--- config.mk ---
export PLATFORM = sky130hd
export DESIGN_NAME = bmf_ctrl
export DESIGN_NICKNAME = d
export VERILOG_FILES = /design/src/hw/rtl/bmf_pkg.sv /design/src/hw/rtl/bmf_ctrl.sv
export SDC_FILE = /design/constraint.sdc
export NUM_CORES = 1
export LEC_CHECK = 0
export ABC_AREA = 1
export BUFFER_PORTS_ARGS = -buffer_cell sky130_fd_sc_hd__buf_2
export CAP_MARGIN = 0
export CORE_AREA = 5 5 42 44
export CTS_BUF_LIST = sky130_fd_sc_hd__clkbuf_16
export DETAILED_ROUTE_END_ITERATION = 10
export DIE_AREA = 0 0 47 49
export PLACE_DENSITY_LB_ADDON = 0.12
export SYNTH_ARGS = -nofsm -noshare
export SYNTH_HDL_FRONTEND = slang
export SYNTH_SLANG_ARGS = --single-unit
--- constraint.sdc ---
create_clock -name clk -period 1.3 [get_ports clk]
set_input_delay 0.13 -clock clk [delete_from_list [all_inputs] [get_ports clk]]
set_output_delay 0.13 -clock clk [all_outputs]
set_load 0.1 [all_outputs]
--- src/hw/rtl/bmf_pkg.sv ---
// bmf_pkg: shared constants, register codes and types of the box mean filter
// used by every module of the block; depends on nothing
`default_nettype none

package bmf_pkg;

  localparam int MAX_WIDTH     = 1024;
  localparam int MAX_WINDOW    = 15;
  localparam int MAX_HEIGHT    = 4096;
  localparam int NUM_CH        = 3;
  localparam int ROW_BYTES_MAX = NUM_CH * MAX_WIDTH;
  localparam int ROW_DEPTH     = MAX_WINDOW * ROW_BYTES_MAX;

  localparam int PIX_W   = 8;
  localparam int W_W     = 11;
  localparam int H_W     = 13;
  localparam int WIN_W   = 4;
  localparam int B_W     = $clog2(ROW_BYTES_MAX);
  localparam int X_W     = $clog2(MAX_WIDTH);
  localparam int C_W     = $clog2(NUM_CH);
  localparam int SLOT_W  = $clog2(MAX_WINDOW);
  localparam int ROW_AW  = $clog2(ROW_DEPTH);
  localparam int IDX_W   = $clog2(ROW_BYTES_MAX * MAX_HEIGHT + 1);
  localparam int CS_W    = $clog2(MAX_WINDOW * 255 + 1);
  localparam int WS_W    = $clog2(MAX_WINDOW * MAX_WINDOW * 255 + 1);
  localparam int DV_W    = $clog2(MAX_WINDOW * MAX_WINDOW + 1);
  localparam int WWCH_W  = $clog2(MAX_WINDOW * NUM_CH + 1);
  localparam int APB_AW  = 5;
  localparam int APB_DW  = 32;
  localparam int REG_IDX_W = 3;

  localparam logic [REG_IDX_W-1:0] REG_IMAGE_WIDTH   = 3'd0;
  localparam logic [REG_IDX_W-1:0] REG_IMAGE_HEIGHT  = 3'd1;
  localparam logic [REG_IDX_W-1:0] REG_WINDOW_WIDTH  = 3'd2;
  localparam logic [REG_IDX_W-1:0] REG_WINDOW_HEIGHT = 3'd3;
  localparam logic [REG_IDX_W-1:0] REG_COLOR_MODE    = 3'd4;

  localparam int RST_IMAGE_WIDTH   = 640;
  localparam int RST_IMAGE_HEIGHT  = 480;
  localparam int RST_WINDOW_WIDTH  = 3;
  localparam int RST_WINDOW_HEIGHT = 3;
  localparam int RST_TOTAL = RST_IMAGE_WIDTH * RST_IMAGE_HEIGHT;
  localparam int RST_DELAY = (RST_WINDOW_HEIGHT / 2) * RST_IMAGE_WIDTH
                             + (RST_WINDOW_WIDTH / 2);

  typedef struct packed {
    logic [W_W-1:0]   image_width;
    logic [H_W-1:0]   image_height;
    logic [WIN_W-1:0] window_width;
    logic [WIN_W-1:0] window_height;
    logic             color_mode;
  } cfg_t;

  typedef struct packed {
    logic load;
    logic start;
    logic geo1;
    logic geo2;
    logic rd;
    logic upd;
    logic frd;
    logic div_go;
    logic push;
  } cmd_t;

  typedef struct packed {
    logic frame_idle;
    logic flush_ok;
    logic emit;
    logic filt;
    logic div_busy;
    logic out_free;
  } status_t;

  typedef struct packed {
    logic [B_W-1:0]    b;
    logic [X_W-1:0]    x;
    logic [C_W-1:0]    c;
    logic [H_W-1:0]    row;
    logic [SLOT_W-1:0] slot;
  } pos_t;

  // clamp to the window range, then force an odd size
  function automatic logic [WIN_W-1:0] fix_window(input logic [WIN_W-1:0] v);
    logic [WIN_W-1:0] e;
    e = (32'(v) > MAX_WINDOW) ? WIN_W'(MAX_WINDOW) : v;
    if (e == '0) e = WIN_W'(1);
    if (!e[0]) e = e - WIN_W'(1);
    return e;
  endfunction

endpackage

`default_nettype wire

--- src/hw/rtl/bmf_ctrl.sv ---
// bmf_ctrl: sequencing state machine of the box mean filter
// depends on bmf_pkg; drives bmf_dpath through cmd_t, reads status_t
`default_nettype none

module bmf_ctrl (
  input  wire logic             clk,
  input  wire logic             rst_n,
  input  wire logic             in_valid,
  input  wire logic             in_is_flush,
  input  wire logic             in_frame_start,
  output logic                  in_ready,
  input  wire bmf_pkg::status_t status,
  output bmf_pkg::cmd_t         cmd
);

  localparam logic [3:0] S_IDLE = 4'd0;
  localparam logic [3:0] S_GEO1 = 4'd1;
  localparam logic [3:0] S_GEO2 = 4'd2;
  localparam logic [3:0] S_RD   = 4'd3;
  localparam logic [3:0] S_UPD  = 4'd4;
  localparam logic [3:0] S_FRD  = 4'd5;
  localparam logic [3:0] S_DIV  = 4'd6;
  localparam logic [3:0] S_PUSH = 4'd7;

  logic [3:0] state_r;
  logic [3:0] state_nxt;

  always_ff @(posedge clk) begin
    if (!rst_n) state_r <= S_IDLE;
    else        state_r <= state_nxt;
  end

  assign in_ready = state_r == S_IDLE;

  always_comb begin
    cmd       = '0;
    state_nxt = state_r;
    unique case (state_r)
      S_IDLE: begin
        if (in_valid) begin
          cmd.load = 1'b1;
          if (in_is_flush) begin
            if (status.flush_ok) state_nxt = S_FRD;
          end else if (in_frame_start || status.frame_idle) begin
            cmd.start = 1'b1;
            state_nxt = S_GEO1;
          end else begin
            state_nxt = S_RD;
          end
        end
      end
      S_GEO1: begin
        cmd.geo1  = 1'b1;
        state_nxt = S_GEO2;
      end
      S_GEO2: begin
        cmd.geo2  = 1'b1;
        state_nxt = S_RD;
      end
      S_RD: begin
        cmd.rd    = 1'b1;
        state_nxt = S_UPD;
      end
      S_UPD: begin
        cmd.upd = 1'b1;
        if (status.emit) begin
          if (status.filt) begin
            cmd.div_go = 1'b1;
            state_nxt  = S_DIV;
          end else begin
            state_nxt = S_PUSH;
          end
        end else begin
          state_nxt = S_IDLE;
        end
      end
      S_FRD: begin
        cmd.frd = 1'b1;
        if (status.filt) begin
          cmd.div_go = 1'b1;
          state_nxt  = S_DIV;
        end else begin
          state_nxt = S_PUSH;
        end
      end
      S_DIV: begin
        if (!status.div_busy) state_nxt = S_PUSH;
      end
      S_PUSH: begin
        if (status.out_free) begin
          cmd.push  = 1'b1;
          state_nxt = S_IDLE;
        end
      end
      default: state_nxt = S_IDLE;
    endcase
  end

endmodule

`default_nettype wire

== Word level (Yosys, flattened, before mapping) ==
Cells that the tools add are included.

* Equality and inequality tests: 11
* Mux-type cells: 23
* Reduce and logical (&&, ||, !) cells: 3

{| class="wikitable"
|+ Operators with widths
! cell !! number
|-
| one-hot mux 4 bit (8 select lines) || 1
|-
| 2-to-1 mux 4 bit || 5
|-
| equality test 4 x 3 -> 1 bit, second input constant || 4
|-
| 2-to-1 mux 1 bit || 12
|-
| equality test 4 x 2 -> 1 bit, second input constant || 2
|-
| 2-to-1 mux 2 bit || 3
|-
| inequality test 2 bit, second input constant || 3
|-
| equality test 4 x 1 -> 1 bit, second input constant || 1
|-
| zero test 4 bit || 1
|-
| AND reduction 4 bit || 1
|-
| 2-to-1 mux 3 bit || 1
|-
| inequality test 3 x 2 -> 1 bit, second input constant || 1
|-
| one-hot mux 1 bit (2 select lines) || 1
|-
| logical OR 1 bit || 1
|}

* Flip-flop bits (word level): 4
* Bits of input ports: 11
* Word-level logic and storage cells: 38

== Longest topological paths before layout ==
* Depth after elaboration: 5
* Depth in mapped cells: 8

== Least setup slack after synthesis ==
Ideal clock, no wire load.

* Kind: reg2out
* From: reg state_r[0]
* To: out cmd[7] in the netlist's numbering
* Arrival time: 3,443 ps
* Data required time: 1,170 ps
* Setup slack: -2,273 ps
* Stages on the path, launching flop included: 5
* Path through: dfxtp_1 -> buf_6 -> nor2_2 -> nand2_1 -> nor4_1

{| class="wikitable"
|+ RTL lines
! what !! line !! RTL
|-
| start, declared || bmf_ctrl.sv:25 || <nowiki>logic [3:0] state_r;</nowiki>
|-
| start signal, assigned || bmf_ctrl.sv:30 || <nowiki>else state_r <= state_nxt;</nowiki>
|-
| end, declared || bmf_ctrl.sv:13 || <nowiki>output bmf_pkg::cmd_t cmd</nowiki>
|}

==> reports/qor.yml <==
worst_setup_path:
  critPathKind: "flip-flop to primary output"
  worstPathRequired_ns: 1.17
  worst_setup_path_end_kind: "primary output"
  worst_setup_path_startpoint: "state_r[0]$_SDFFE_PN0P_"
  critPathLaunchType: "flip-flop"
  worst-path-max-fanout: 7
  cp_data_arrival_time_ns: 1.21
  reg2reg_from: "state_r[1]$_SDFFE_PN0P_"
placement:
  place_congestion: 0.744
  port_buffers: 20
  detailed_place_hpwl_um: 740
power:
  switchingPower_mw: 1.08
  p_clk_frac: 0.226
  cell_internal_pwr_mw: 1.04
  ir_drop_mv: 1.38
  pwr_density_cell_nw_per_um2: 2760
  static-leakage-power_nw: 0.371
  share_comb_of_total_power: 0.677
  fin_total_pwr_mw: 2.12
  power.switching_fraction: 0.511
  power.sequential.fraction: 0.097
floorplanning:
  die_w_um: 47
  num_rows: 14
  die_area_sq_um: 2300
  starting_density: 0.229
  io-pin-count: 21
  die_y_extent_um: 49
  placeableCoreArea_sq_um: 1400
job:
  drv_cap: 0
finish:
  layout.cells.most_common: "sky130_fd_sc_hd__inv_1"
  multiInputGateArea_sq_um: 265
  largest_registers: "state_r (3)"
  fin_nets: 99
  sequential_cell_area_sq_um: 68.8
  largest_register_ff_count: 3
  post-route-util: 0.548
  filler_cell_count: 150
  area_growth_syn_to_layout_pct: 139
  mostFrequentLayoutCells: "sky130_fd_sc_hd__inv_1, sky130_fd_sc_hd__nand2_1, sky130_fd_sc_hd__buf_2, sky130_fd_sc_hd__buf_12, sky130_fd_sc_hd__nor2_1"
  num_antenna_cells: 0
  fraction_of_final_layout_cells_with_drive_strength_greater_than_1: 0.540
  registers.top_by_ff_count: "state_r"
timing:
  final-hold-violation-count: 0
  setup_viol: 1
  max_slew.worst_pin.slew_ns: 0.254
  clock-skew-final_ns: 0.00233
  setup_repair_after_global_routing_missed_its_margin: "true"
  final.setup.worst_slack_ns: -0.0411
  post-route-min-period_ns: 1.34
  fin_crit_sh: 1.03
  maxSlewHeadroom: 0.830
  timing_max_transition_violations_final: 0
  clock.fmax_mhz: 746
grt:
  vias_in_the_first_global_route: 415
  grt_start_max_net_pins: 9
  first_pass_grt_wire_length_mm: 1.52
  global_route.overflow_total: 0
  antenna_found_initial: 0
  grt.total_usage: 0.0852
clocking:
  cts.path.max_buffers: 2
  cts_hold_buffers: 0
  clkTransAtPathRegs_ns: 0.03
  clock-sinks: 3
  cts_made_buffers: 3
  clockRootBuffer: "sky130_fd_sc_hd__clkbuf_16"
  clock_tree.htree_level_count: 1
  clkLatencyLatePin_ns: 0.22
  cts_tree: "built"
route:
  drt-total-wl_um: 894
  drtIter0Drc: 3
  final_antenna_net_count: 0
  drt_drc_violations_left: 0
  per_cell_routed_wire_length_um: 8.68
  drt_first_pass_iters: 2
  route.detailed.vias_per_inst: 4.18
  num_vias: 431
worst_hold_path:
  startpoint_of_the_most_critical_hold_path: "rst_n"
  min_path_type: "input pin to flip-flop"
yosys:
  syn_area_per_cell_sq_um: 5.27
  netlist_instances: 61
  yosysWarningCount: 0
  synth.lib_cells_used.distinct: 15
  netlist_area_sq_um: 322
  syn-num-nets: 72
  ys_seq_area_frac: 0.187
  synth_seq_cells: 3
status:
  result_of_the_run: "complete, but fails checks"
  failed_checks: "setup timing"
cell usage after synthesis:
| master | instances | share of area |
|---|---|---|
| sky130_fd_sc_hd__inv_1 | 12 | 0.14 |
| sky130_fd_sc_hd__nand2_1 | 12 | 0.14 |
| sky130_fd_sc_hd__nor2_1 | 12 | 0.14 |
| sky130_fd_sc_hd__nand3_1 | 6 | 0.093 |
| sky130_fd_sc_hd__a21oi_1 | 4 | 0.062 |
| sky130_fd_sc_hd__dfxtp_1 | 3 | 0.19 |
| sky130_fd_sc_hd__inv_2 | 3 | 0.035 |
| sky130_fd_sc_hd__nor2_2 | 2 | 0.039 |
| sky130_fd_sc_hd__a21oi_2 | 1 | 0.027 |
| sky130_fd_sc_hd__buf_6 | 1 | 0.035 |
| sky130_fd_sc_hd__nand4_1 | 1 | 0.019 |
| sky130_fd_sc_hd__nor3_2 | 1 | 0.031 |
| sky130_fd_sc_hd__nor4_1 | 1 | 0.019 |
| sky130_fd_sc_hd__o21ai_0 | 1 | 0.016 |
| sky130_fd_sc_hd__o21ai_1 | 1 | 0.016 |
path summary, 6_finish.rpt:
kind | cells past startpoint | slack (ns) | endpoint
worst max register to register | 7 | 0.12 | state_r[1]$_SDFFE_PN0P_
worst min-delay path | 3 | 0.17 | state_r[1]$_SDFFE_PN0P_
worst min register to register | 4 | 0.73 | state_r[0]$_SDFFE_PN0P_
worst max-delay path | 4 | -0.04 | cmd[7]
per-stage QoR:
stage	TNS, ns	cells	cell area, sq um	hold slack, ns	setup WS [ns]
3_5_place_dp	0	98	649	0.392	0.0795
6_report	-0.0411	103	768	0.175	-0.0411
2_1_floorplan	-0.742	61	375	0.288	-0.462
4_1_cts	-0.0728	103	743	0.178	-0.0683
3_3_place_gp	0	98	649	0.391	0.0662
5_1_grt	-0.192	103	768	0.195	-0.0887
logic make-up (layout without fill, tap and decap cells):
group | count (synthesis) | count (layout) | synth area share
AO/OA/AOI/OAI | 7 | 7 | 0.121
buffers and inverters | 16 | 42 | 0.210
flip-flops | 3 | 3 | 0.187
AND/OR/NAND/NOR | 35 | 35 | 0.482
power groups by stage:
stage,combinational [mW],sequential (mW),clock (mW)
floorplan,0.967,0.152,0
detailed placement,1.38,0.174,0
CTS,1.41,0.181,0.484
global placement,1.38,0.176,0
finish,1.44,0.205,0.479
global route,1.53,0.213,0.499
layer usage:
layer | up-vias | share of wire | global-route usage
li1 | 237 | - | -
met1 | 183 | 0.40 | 0.108
met2 | 11 | 0.52 | 0.136
met3 | 0 | 0.073 | 0.0332
met4 | 0 | 0 | 0.0138
met5 | - | 0 | 0
cell type report:
cell class                 count  area share
timing repair buffer          23       0.355
sequential                     3      0.0896
clock buffer                   3      0.0977
clock inverter                 1     0.00489
inverter                      15      0.0814
tap                           16      0.0261
multi-input combinational     42       0.345
worst max-delay path: stages (launching register included):
cell and delay [ns]:
sky130_fd_sc_hd__dfxtp_4 0.36, sky130_fd_sc_hd__nor2_4 0.14, sky130_fd_sc_hd__nand2_4 0.09, sky130_fd_sc_hd__nor4_4 0.19
sky130_fd_sc_hd__buf_12 0.21
timing repair:
item                                   CTS  global route
pin swaps                                1             1
cloned                                   0             0
gates resized for setup                  4             7
endpoints found under the hold margin    0             0
buffers inserted                         1             0
setup endpoints to repair                8             7
(Power assumes the default switching activity.)
