**src/hw/rtl/bmf_pkg.sv**
```systemverilog
// bmf_pkg: shared constants, register codes and types of the box mean filter
// used by every module of the block; depends on nothing
`default_nettype none

package bmf_pkg;

  localparam int MAX_WIDTH     = 1024;
  localparam int MAX_WINDOW    = 15;
  localparam int MAX_HEIGHT    = 4096;
  localparam int NUM_CH        = 3;
  localparam int ROW_BYTES_MAX = NUM_CH * MAX_WIDTH;
  localparam int ROW_DEPTH     = MAX_WINDOW * ROW_BYTES_MAX;

  localparam int PIX_W   = 8;
  localparam int W_W     = 11;
  localparam int H_W     = 13;
  localparam int WIN_W   = 4;
  localparam int B_W     = $clog2(ROW_BYTES_MAX);
  localparam int X_W     = $clog2(MAX_WIDTH);
  localparam int C_W     = $clog2(NUM_CH);
  localparam int SLOT_W  = $clog2(MAX_WINDOW);
  localparam int ROW_AW  = $clog2(ROW_DEPTH);
  localparam int IDX_W   = $clog2(ROW_BYTES_MAX * MAX_HEIGHT + 1);
  localparam int CS_W    = $clog2(MAX_WINDOW * 255 + 1);
  localparam int WS_W    = $clog2(MAX_WINDOW * MAX_WINDOW * 255 + 1);
  localparam int DV_W    = $clog2(MAX_WINDOW * MAX_WINDOW + 1);
  localparam int WWCH_W  = $clog2(MAX_WINDOW * NUM_CH + 1);
  localparam int APB_AW  = 5;
  localparam int APB_DW  = 32;
  localparam int REG_IDX_W = 3;

  localparam logic [REG_IDX_W-1:0] REG_IMAGE_WIDTH   = 3'd0;
  localparam logic [REG_IDX_W-1:0] REG_IMAGE_HEIGHT  = 3'd1;
  localparam logic [REG_IDX_W-1:0] REG_WINDOW_WIDTH  = 3'd2;
  localparam logic [REG_IDX_W-1:0] REG_WINDOW_HEIGHT = 3'd3;
  localparam logic [REG_IDX_W-1:0] REG_COLOR_MODE    = 3'd4;

  localparam int RST_IMAGE_WIDTH   = 640;
  localparam int RST_IMAGE_HEIGHT  = 480;
  localparam int RST_WINDOW_WIDTH  = 3;
  localparam int RST_WINDOW_HEIGHT = 3;
  localparam int RST_TOTAL = RST_IMAGE_WIDTH * RST_IMAGE_HEIGHT;
  localparam int RST_DELAY = (RST_WINDOW_HEIGHT / 2) * RST_IMAGE_WIDTH
                             + (RST_WINDOW_WIDTH / 2);

  typedef struct packed {
    logic [W_W-1:0]   image_width;
    logic [H_W-1:0]   image_height;
    logic [WIN_W-1:0] window_width;
    logic [WIN_W-1:0] window_height;
    logic             color_mode;
  } cfg_t;

  typedef struct packed {
    logic load;
    logic start;
    logic geo1;
    logic geo2;
    logic rd;
    logic upd;
    logic frd;
    logic div_go;
    logic push;
  } cmd_t;

  typedef struct packed {
    logic frame_idle;
    logic flush_ok;
    logic emit;
    logic filt;
    logic div_busy;
    logic out_free;
  } status_t;

  typedef struct packed {
    logic [B_W-1:0]    b;
    logic [X_W-1:0]    x;
    logic [C_W-1:0]    c;
    logic [H_W-1:0]    row;
    logic [SLOT_W-1:0] slot;
  } pos_t;

  // clamp to the window range, then force an odd size
  function automatic logic [WIN_W-1:0] fix_window(input logic [WIN_W-1:0] v);
    logic [WIN_W-1:0] e;
    e = (32'(v) > MAX_WINDOW) ? WIN_W'(MAX_WINDOW) : v;
    if (e == '0) e = WIN_W'(1);
    if (!e[0]) e = e - WIN_W'(1);
    return e;
  endfunction

endpackage

`default_nettype wire

```
**src/hw/rtl/bmf_regs.sv**
```systemverilog
// bmf_regs: APB-style configuration registers of the box mean filter
// depends on bmf_pkg
`default_nettype none

module bmf_regs (
  input  wire logic                      clk,
  input  wire logic                      rst_n,
  input  wire logic                      psel,
  input  wire logic                      penable,
  input  wire logic                      pwrite,
  input  wire logic [bmf_pkg::APB_AW-1:0] paddr,
  input  wire logic [bmf_pkg::APB_DW-1:0] pwdata,
  output logic      [bmf_pkg::APB_DW-1:0] prdata,
  output logic                           pready,
  output bmf_pkg::cfg_t                  cfg
);

  logic [bmf_pkg::W_W-1:0]   iw_r;
  logic [bmf_pkg::H_W-1:0]   ih_r;
  logic [bmf_pkg::WIN_W-1:0] ww_r;
  logic [bmf_pkg::WIN_W-1:0] wh_r;
  logic                      cm_r;
  logic                      wr;
  logic [bmf_pkg::REG_IDX_W-1:0] idx;

  assign wr     = psel && penable && pwrite;
  assign idx    = paddr[bmf_pkg::APB_AW-1:2];
  assign pready = 1'b1;

  always_ff @(posedge clk) begin
    if (!rst_n) begin
      iw_r <= bmf_pkg::W_W'(bmf_pkg::RST_IMAGE_WIDTH);
      ih_r <= bmf_pkg::H_W'(bmf_pkg::RST_IMAGE_HEIGHT);
      ww_r <= bmf_pkg::WIN_W'(bmf_pkg::RST_WINDOW_WIDTH);
      wh_r <= bmf_pkg::WIN_W'(bmf_pkg::RST_WINDOW_HEIGHT);
      cm_r <= 1'b0;
    end else if (wr) begin
      unique case (idx)
        bmf_pkg::REG_IMAGE_WIDTH:   iw_r <= pwdata[bmf_pkg::W_W-1:0];
        bmf_pkg::REG_IMAGE_HEIGHT:  ih_r <= pwdata[bmf_pkg::H_W-1:0];
        bmf_pkg::REG_WINDOW_WIDTH:  ww_r <= pwdata[bmf_pkg::WIN_W-1:0];
        bmf_pkg::REG_WINDOW_HEIGHT: wh_r <= pwdata[bmf_pkg::WIN_W-1:0];
        bmf_pkg::REG_COLOR_MODE:    cm_r <= pwdata[0];
        default: ;
      endcase
    end
  end

  always_comb begin
    unique case (idx)
      bmf_pkg::REG_IMAGE_WIDTH:   prdata = bmf_pkg::APB_DW'(iw_r);
      bmf_pkg::REG_IMAGE_HEIGHT:  prdata = bmf_pkg::APB_DW'(ih_r);
      bmf_pkg::REG_WINDOW_WIDTH:  prdata = bmf_pkg::APB_DW'(ww_r);
      bmf_pkg::REG_WINDOW_HEIGHT: prdata = bmf_pkg::APB_DW'(wh_r);
      bmf_pkg::REG_COLOR_MODE:    prdata = bmf_pkg::APB_DW'(cm_r);
      default:                    prdata = '0;
    endcase
  end

  assign cfg.image_width   = iw_r;
  assign cfg.image_height  = ih_r;
  assign cfg.window_width  = ww_r;
  assign cfg.window_height = wh_r;
  assign cfg.color_mode    = cm_r;

endmodule

`default_nettype wire

```
**config.mk**
```make
export PLATFORM = sky130hd
export DESIGN_NAME = bmf_regs
export DESIGN_NICKNAME = d
export VERILOG_FILES = /design/src/hw/rtl/bmf_pkg.sv /design/src/hw/rtl/bmf_regs.sv
export SDC_FILE = /design/constraint.sdc
export NUM_CORES = 1
export LEC_CHECK = 0
export BUFFER_PORTS_ARGS = -buffer_cell sky130_fd_sc_hd__buf_2
export CAP_MARGIN = 25
export CORE_MARGIN = 2
export CORE_UTILIZATION = 39
export CTS_BUF_LIST = sky130_fd_sc_hd__clkbuf_16
export DETAILED_ROUTE_END_ITERATION = 12
export GPL_ROUTABILITY_DRIVEN = 0
export PLACE_DENSITY = 0.82
export SYNTH_ARGS = -nofsm -noshare
export SYNTH_HDL_FRONTEND = slang
export SYNTH_SLANG_ARGS = --single-unit
```
**constraint.sdc**
```tcl
create_clock -name clk -period 1.2 [get_ports clk]
set_input_delay 0.12 -clock clk [delete_from_list [all_inputs] [get_ports clk]]
set_output_delay 0.12 -clock clk [all_outputs]
set_load 0.02 [all_outputs]
```
=== Yosys cells after proc, flatten, opt, wreduce, memory -nomap -nowiden ===
Index checks and enable logic that the tools add are counted.

* $mul: 0
* Reductions and logical operators: 8
* Div/mod/pow operators: 0
* Magnitude comparators: 0
* Muxes and demuxes: 1
* Shift-type cells: 0
* Equal/unequal tests: 4
* Bitwise operators: 0
* Add/sub/neg operators: 0

{| class="wikitable"
|+ Operators by type and width
! cell !! number
|-
| $pmux 13 s5 || 1
|-
| $reduce_and 2->1 || 5
|-
| $eq 3x2->1 const B || 2
|-
| $eq 3x1->1 const B || 1
|-
| $eq 3x3->1 const B || 1
|-
| $logic_not 3->1 || 1
|-
| $logic_and 1x1->1 || 2
|}

* Register bits after elaboration: 33
* Output and inout bits: 66
* Latch bits: 0
* Memory bits (writable): 0
* Input bits: 42
* Memories kept: 0
* Memory bits (read-only): 0
* Word-level logic and storage cells: 18

=== Depth between registers and ports, before layout ===
Gate-level depths: netlist of run 1.

* Depth after elaboration: 3
* Depth in mapped cells: 5
* Depth with buffers taken out: 3

=== Worst setup path before layout of run 1 ===
OpenSTA, ideal clock, no wires.

* Kind: input to output
* Start: input port paddr[3] (netlist bit)
* End: output port prdata[10] (netlist bit)
* Data required time: 1080 ps
* Arrival time: 1201 ps
* Path buffers: 3
* Slack: -121 ps
* Cell stages on the path: 5
* Cells stage by stage: buf_2 -> buf_2 -> or2_2 -> clkbuf_1 -> nor2_1

* Cells in the longest elaborated chain, start to end: 2
* Elaborated cells between the ends (all ways): 6
* Those cells by class: 4 x eq/ne; 1 x mux; 1 x reduce/logical

{| class="wikitable"
|+ RTL lines
! element !! line !! RTL
|-
| from (decl) || bmf_regs.sv:11 || <nowiki>input wire logic [bmf_pkg::APB_AW-1:0] paddr,</nowiki>
|-
| $eq 3x3->1, or another cell as far along || bmf_regs.sv:50 || <nowiki>unique case (idx)</nowiki>
|-
| $pmux 13 s5 * || bmf_regs.sv:50 ||
|-
| to (decl) || bmf_regs.sv:13 || <nowiki>output logic [bmf_pkg::APB_DW-1:0] prdata,</nowiki>
|}

Mark *: on every way between the ends. The rest lies on a longest branch, timed or not.

=== Final worst setup path of run 1 ===
* Start: register iw_r[2] (netlist bit)
* End: output port prdata[2] (netlist bit)

* Cells in the longest elaborated chain, start to end: 1

{| class="wikitable"
|+ RTL lines
! element !! line !! RTL
|-
| from (decl) || bmf_regs.sv:18 || <nowiki>logic [bmf_pkg::W_W-1:0] iw_r;</nowiki>
|-
| from (signal assigned) || bmf_regs.sv:32 || <nowiki>iw_r <= bmf_pkg::W_W'(bmf_pkg::RST_IMAGE_WIDTH);</nowiki>
|-
| from (signal assigned) || bmf_regs.sv:39 || <nowiki>bmf_pkg::REG_IMAGE_WIDTH: iw_r <= pwdata[bmf_pkg::W_W-1:0];</nowiki>
|-
| $pmux 13 s5 || bmf_regs.sv:50 ||
|}

Every way passes these cells.

==> run metrics, run 1 <==
run status finished, violations left; failing checks setup timing; max cap viols 0; endpoints failing hold 0; DP Area 2290 um2; share of cells above drive strength 1 0.478; largest stage delay on the critical path 0.43 ns; initial antenna violation count 0; DR iter-0 viols 44; min Tclk post-route 1.44 ns; I/O pin total 108; grt ovf 0; initial core utilization 0.412; root buffer cell clkbuf_16; die width 72.3 um; leading area contributor after synthesis dfxtp_1; synth top area cells dfxtp_1 (36%), mux2i_1 (20%), buf_4 (8.7%); first-pass GRT wire length 7000 um; r2r worst-path depth 3; final period utilization 1.20; final setup vio count 4; Worst setup EP type primary output; # rows 24; Required @ worst endpoint 1.08 ns; drt drc 0; Clock Skew 0 ns; First-pass DRT Iterations 4; clock transition at the registers of the reported paths 0.05 ns; Synth Cell Area 1820 um2; Hold-fix buffers, CTS 0; Post-Synth Simple-Gate Area 0.213; top cells by count, synth mux2i_1 (37), nand2_1 (37), dfxtp_1 (33), buf_4 (21), nor2b_1 (16); compound-cell area share of the yosys netlist 0.0337; multiplexer share of the synthesized area 0.247; Area Overhead vs Synth 37.7%; Clock Latency Late Sink 0.27 ns; worst-case clock buffer depth 2; Warnings, synthesis 0; Cell Count, Final, Fillers Out 330; type of origin of the critical path register; TritonCTS Buffers 5; DR vias/cell 4.71; fin nets 320; CTS tree built; Final Max Tran Viols 0; Fillers 401; WP data arrival 1.32 ns; Final Cell Area 2500 um2; Routed Antenna Nets 0; Die Ht 72.3 um; largest family of logic cells by synthesized area multiplexers; Vias 1554; post-synthesis xor/xnor area fraction 0; post-synth top area share 0.363; CP Class reg2out; RSZ-0062 raised after global routing true; register area share after synthesis 0.363; sequential cell area 676 um2; ys flop type dfxtp_1; multi-input logic area 1060 um2; vias in the first global route 1466; routed len/inst 13.1 um; fmax 696 MHz; Synth Area in Adders 0; CP max stage cell mux4_2; Post-Synthesis Cells 198; Mean Syn Cell Area 9.19 um2; worst path cell trace mux4_2 -> nor2b_1 -> buf_4; gr usage total 0.175; Yosys reg bits 33; Hold Crit Class in2reg; die area 5230 um2; # diodes 0; VDD IR-drop max 0.924 mV; PortBufs 66; Post-synth EDFFs 0; TritonCTS Sinks 33; Leakage 1.18 nW; worst hold stages 3; crit path max fanout 3; H-tree levels 2; drt total wl 4330 um; pin count of the biggest net entering global routing 27; worst hold slack 0.0882 ns; HPWL Detailed 3240 um; power per cell area 1050 nW/um2; ys async rst share 0; fin worst setup slack -0.237 ns; placed insts 321; Unique masters post-synth 29; FF-to-FF setup slack 0.45 ns; core area 4410 um2
## state kept, by name, summed over array words and instances, names as in the netlist
name  cells
ih_r     13
iw_r     11
wh_r      4
ww_r      4
cm_r      1
## metal layers
layer	up-vias	share of wire	routed length (um)	GRT usage
li1	773	-	-	-
met1	716	0.43	1850	0.217
met2	56	0.50	2150	0.295
met3	9	0.064	279	0.0542
met4	0	0.012	51	0.0440
met5	-	0	0	0
## cell families after synthesis
| family | count (synthesis) |
|---|---|
| other | 2 |
| buffers and inverters | 39 |
| multiplexers | 41 |
| flip-flops | 33 |
| AND/OR/NAND/NOR | 74 |
| AO/OA/AOI/OAI | 9 |
## critical path: cells and delay by family, from the launching register on
| kind | cells | cell delay (ns) |
|---|---|---|
| buffers and inverters | 1 | 0.15 |
| flip-flops | 1 | 0.32 |
| multiplexers | 1 | 0.43 |
| AND/OR/NAND/NOR | 1 | 0.14 |
## stage by stage
stage           util  TNS [ns]  setup slack, ns  power (mW)
2_1_floorplan      -         0          0.00803        1.41
3_3_place_gp   0.519    -0.416          -0.0433        1.47
3_5_place_dp   0.519    -0.690          -0.0622        1.48
4_1_cts        0.559    -0.937           -0.248        2.66
5_1_grt        0.567     -1.03           -0.297        2.75
6_report       0.567    -0.858           -0.237        2.64
## report_power, final
group | internal (mW) | switching (mW)
clock network | 0.740 | 0.426
registers | 1.11 | 0.00655
logic | 0.139 | 0.222
## final cells by class
class | instances | share of cell area
multi-input cells | 144 | 0.425
flip-flops and latches | 33 | 0.270
clock buffers | 5 | 0.0500
clock inverters | 2 | 0.00300
well taps | 52 | 0.0260
inverters | 3 | 0.00450
repair buffers | 91 | 0.222
## path summary, 6_finish.rpt
| check | end | from |
|---|---|---|
| worst min register to register | ih_r[3] | ih_r[3] |
| worst max register to register | wh_r[1] | wh_r[1] |
| worst max-delay path | prdata[2] | iw_r[2] |
| worst min-delay path | ih_r[11] | pwdata[11] |
## placed cells by master, fill, tap and decap left out, types with 2 or more instances in the layout
cell and instances:
dfxtp_2 12, conb_1 20, mux2i_1 31, nand2_1 37
nor2_4 7, inv_1 4, o21ai_0 2, o211ai_1 3
buf_12 2, buf_2 62, dfxtp_1 21, mux2i_2 6
nor2b_1 15, and3_1 2, mux4_2 3, nor2_1 2
clkbuf_16 5, buf_4 26
## timing repair
| item | 4_1_cts | 5_1_grt |
|---|---|---|
| resized for setup | 12 | 15 |
| endpoints found under the setup margin | 5 | 10 |
| pin swaps | 0 | 1 |
| setup buffers | 2 | 0 |
Note: power is estimated with default switching activity, not from simulation.
==> run 2, diff against run 1 <==
--- a/config.mk
+++ b/config.mk
@@ -13,6 +13,7 @@
 export DETAILED_ROUTE_END_ITERATION = 12
 export GPL_ROUTABILITY_DRIVEN = 0
 export PLACE_DENSITY = 0.82
+export REMOVE_ABC_BUFFERS = 1
 export SYNTH_ARGS = -nofsm -noshare
 export SYNTH_HDL_FRONTEND = slang
 export SYNTH_SLANG_ARGS = --single-unit
==> run 2 against run 1 <==
Sequential cell count unchanged; via count increased by 2.9%; sequential power about the same; maximum frequency increased by 0.65%; sequential share of layout area about the same; cell area about the same; largest cell class unchanged; clock-buffer cell count unchanged; power decreased by 0.99%; the flow still finishes with violations (setup timing); clock power about the same; final cell count increased by 2.4%; wire length decreased by 1.7%.
==> run metrics, run 2 (same netlist as run 1, synthesis figures left out) <==
sw frac 0.241 (was 0.248); initial core utilization 0.412 (unchanged); Vias 1599 (was 1554); initial antenna violation count 0 (unchanged); worst hold stages 3 (unchanged); fin nets 327 (was 320); Pint 1.99 mW (about the same); endpoints failing hold 0 (unchanged); worst-case clock buffer depth 2 (unchanged); type of origin of the critical path register (unchanged); Area Overhead vs Synth 37.6% (was 37.7%); die area 5230 um2 (unchanged); Clock Skew 0 ns (unchanged); # diodes 0 (unchanged); DR iter-0 viols 108 (was 44); most frequent cells in the layout buf_2 (61), mux2i_1 (37), nand2_1 (37) (was buf_2 (62), nand2_1 (37), mux2i_1 (31)); Leakage 1.23 nW (was 1.18 nW); Die Ht 72.3 um (unchanged); fmax 700 MHz (was 696 MHz); Setup WS pre-CTS -0.0584 ns (was -0.0622 ns); Psw 0.629 mW (was 0.655 mW); r2r worst-path depth 3 (unchanged); Combinational Power Share 0.132 (was 0.137); routed len/inst 12.6 um (was 13.1 um); sequential power share 0.426 (was 0.422); failing checks setup timing (unchanged); max reg flops 13 (unchanged); Hold Crit Class in2reg (unchanged); final setup vio count 4 (unchanged); grt ovf 0 (unchanged); setup TNS -0.823 ns (was -0.858 ns); run status finished, violations left (unchanged); Power, Total 2.61 mW (was 2.64 mW); Routed Antenna Nets 0 (unchanged); root buffer cell clkbuf_16 (unchanged); first-pass GRT wire length 6830 um (was 7000 um); Fillers 393 (was 401); crit path from wh_r[1] (was iw_r[2]); H-tree levels 2 (unchanged); RSZ-0062 raised after global routing true (unchanged); HP Start pwdata[11] (unchanged); crit path max fanout 2 (was 3); commonest non-fill, non-tap cell in the layout buf_2 (unchanged); FF-to-FF setup slack 0.45 ns (about the same); TritonCTS Sinks 33 (unchanged); PortBufs 66 (unchanged); DR vias/cell 4.73 (was 4.71); largest registers ih_r x13, iw_r x11 (unchanged); CP Class reg2out (unchanged); pin count of the biggest net entering global routing 52 (was 27); worst r2r src wh_r[1] (unchanged); clock transition at the registers of the reported paths 0.05 ns (about the same); First-pass DRT Iterations 4 (unchanged); share of cells above drive strength 1 0.451 (was 0.478); Worst setup EP type primary output (unchanged); Clock Latency Late Sink 0.27 ns (about the same); core area 4410 um2 (unchanged); vias in the first global route 1512 (was 1466); drt drc 0 (unchanged); clock share of power 0.443 (was 0.442); WP data arrival 1.31 ns (was 1.32 ns); register with the most flip-flops ih_r (unchanged); VDD IR-drop max 0.784 mV (was 0.924 mV); Required @ worst endpoint 1.08 ns (about the same); CTS tree built (unchanged); power per cell area 1040 nW/um2 (was 1050 nW/um2); multi-input logic area 1010 um2 (was 1060 um2); Hold-fix buffers, CTS 0 (unchanged); sequential cell area 674 um2 (was 676 um2); final period utilization 1.19 (was 1.20); drt total wl 4260 um (was 4330 um); I/O pin total 108 (unchanged); Final Max Tran Viols 0 (unchanged); TritonCTS Buffers 5 (unchanged); die width 72.3 um (unchanged); max cap viols 0 (unchanged); gr usage total 0.167 (was 0.175); min Tclk post-route 1.43 ns (was 1.44 ns); # rows 24 (unchanged); HPWL Detailed 3140 um (was 3240 um); fin worst setup slack -0.228 ns (was -0.237 ns)
-- run 2: cell count changes in the layout (fill, tap and decap cells not counted), sizes merged --
cell | previous run | this run
buf | 91 | 98
inv | 4 | 6
clkinv | 1 | 0
-- run 2: layer usage --
| layer | routed length, um | vias to the layer above | track usage |
|---|---|---|---|
| met4 | 102 | 0 | 0.0797 |
| met5 | 0 | - | 0 |
| met3 | 218 | 9 | 0.0167 |
| met1 | 1750 | 748 | 0.206 |
| li1 | - | 784 | - |
| met2 | 2180 | 58 | 0.290 |
-- run 2: final cells by class --
cell class,instances,share of cell area
multi-input cells,144,0.403
flip-flops and latches,33,0.269
inverters,3,0.00450
clock inverters,3,0.00450
repair buffers,98,0.242
well taps,52,0.0260
clock buffers,5,0.0500
-- run 2: worst paths after layout --
kind                                   to
worst max-delay path            prdata[1]
worst min-delay path             ih_r[11]
worst max register to register    wh_r[1]
worst min register to register   ih_r[12]
-- run 2: critical path, cell delays in order, from the launching register on --
cell and delay (ns):
dfxtp_2 0.32, mux4_2 0.46, nor2b_4 0.14, buf_6 0.12
-- run 2: per-stage QoR --
step | hold WS [ns] | instances | util | cell area (um2)
2_1_floorplan | 0.209 | 180 | - | 1650
3_3_place_gp | 0.367 | 323 | 0.508 | 2240
3_5_place_dp | 0.374 | 323 | 0.508 | 2240
4_1_cts | 0.0897 | 338 | 0.562 | 2480
5_1_grt | 0.115 | 338 | 0.567 | 2500
6_report | 0.0940 | 338 | 0.567 | 2500
-- run 2: power by group through the flow --
stage | combinational [mW] | sequential (mW) | clock, mW
final | 0.345 | 1.11 | 1.16
after global routing | 0.373 | 1.11 | 1.23
after CTS | 0.340 | 1.11 | 1.19
after detailed placement | 0.325 | 1.13 | 0
after global placement | 0.321 | 1.13 | 0
after floorplan | 0.151 | 1.14 | 0
-- run 2: repair_timing --
action | in CTS | in global routing
setup endpoints to repair | 11 | 6
buffers inserted | 7 | 0
gates resized for setup | 20 | 9
pin swaps | 1 | 0
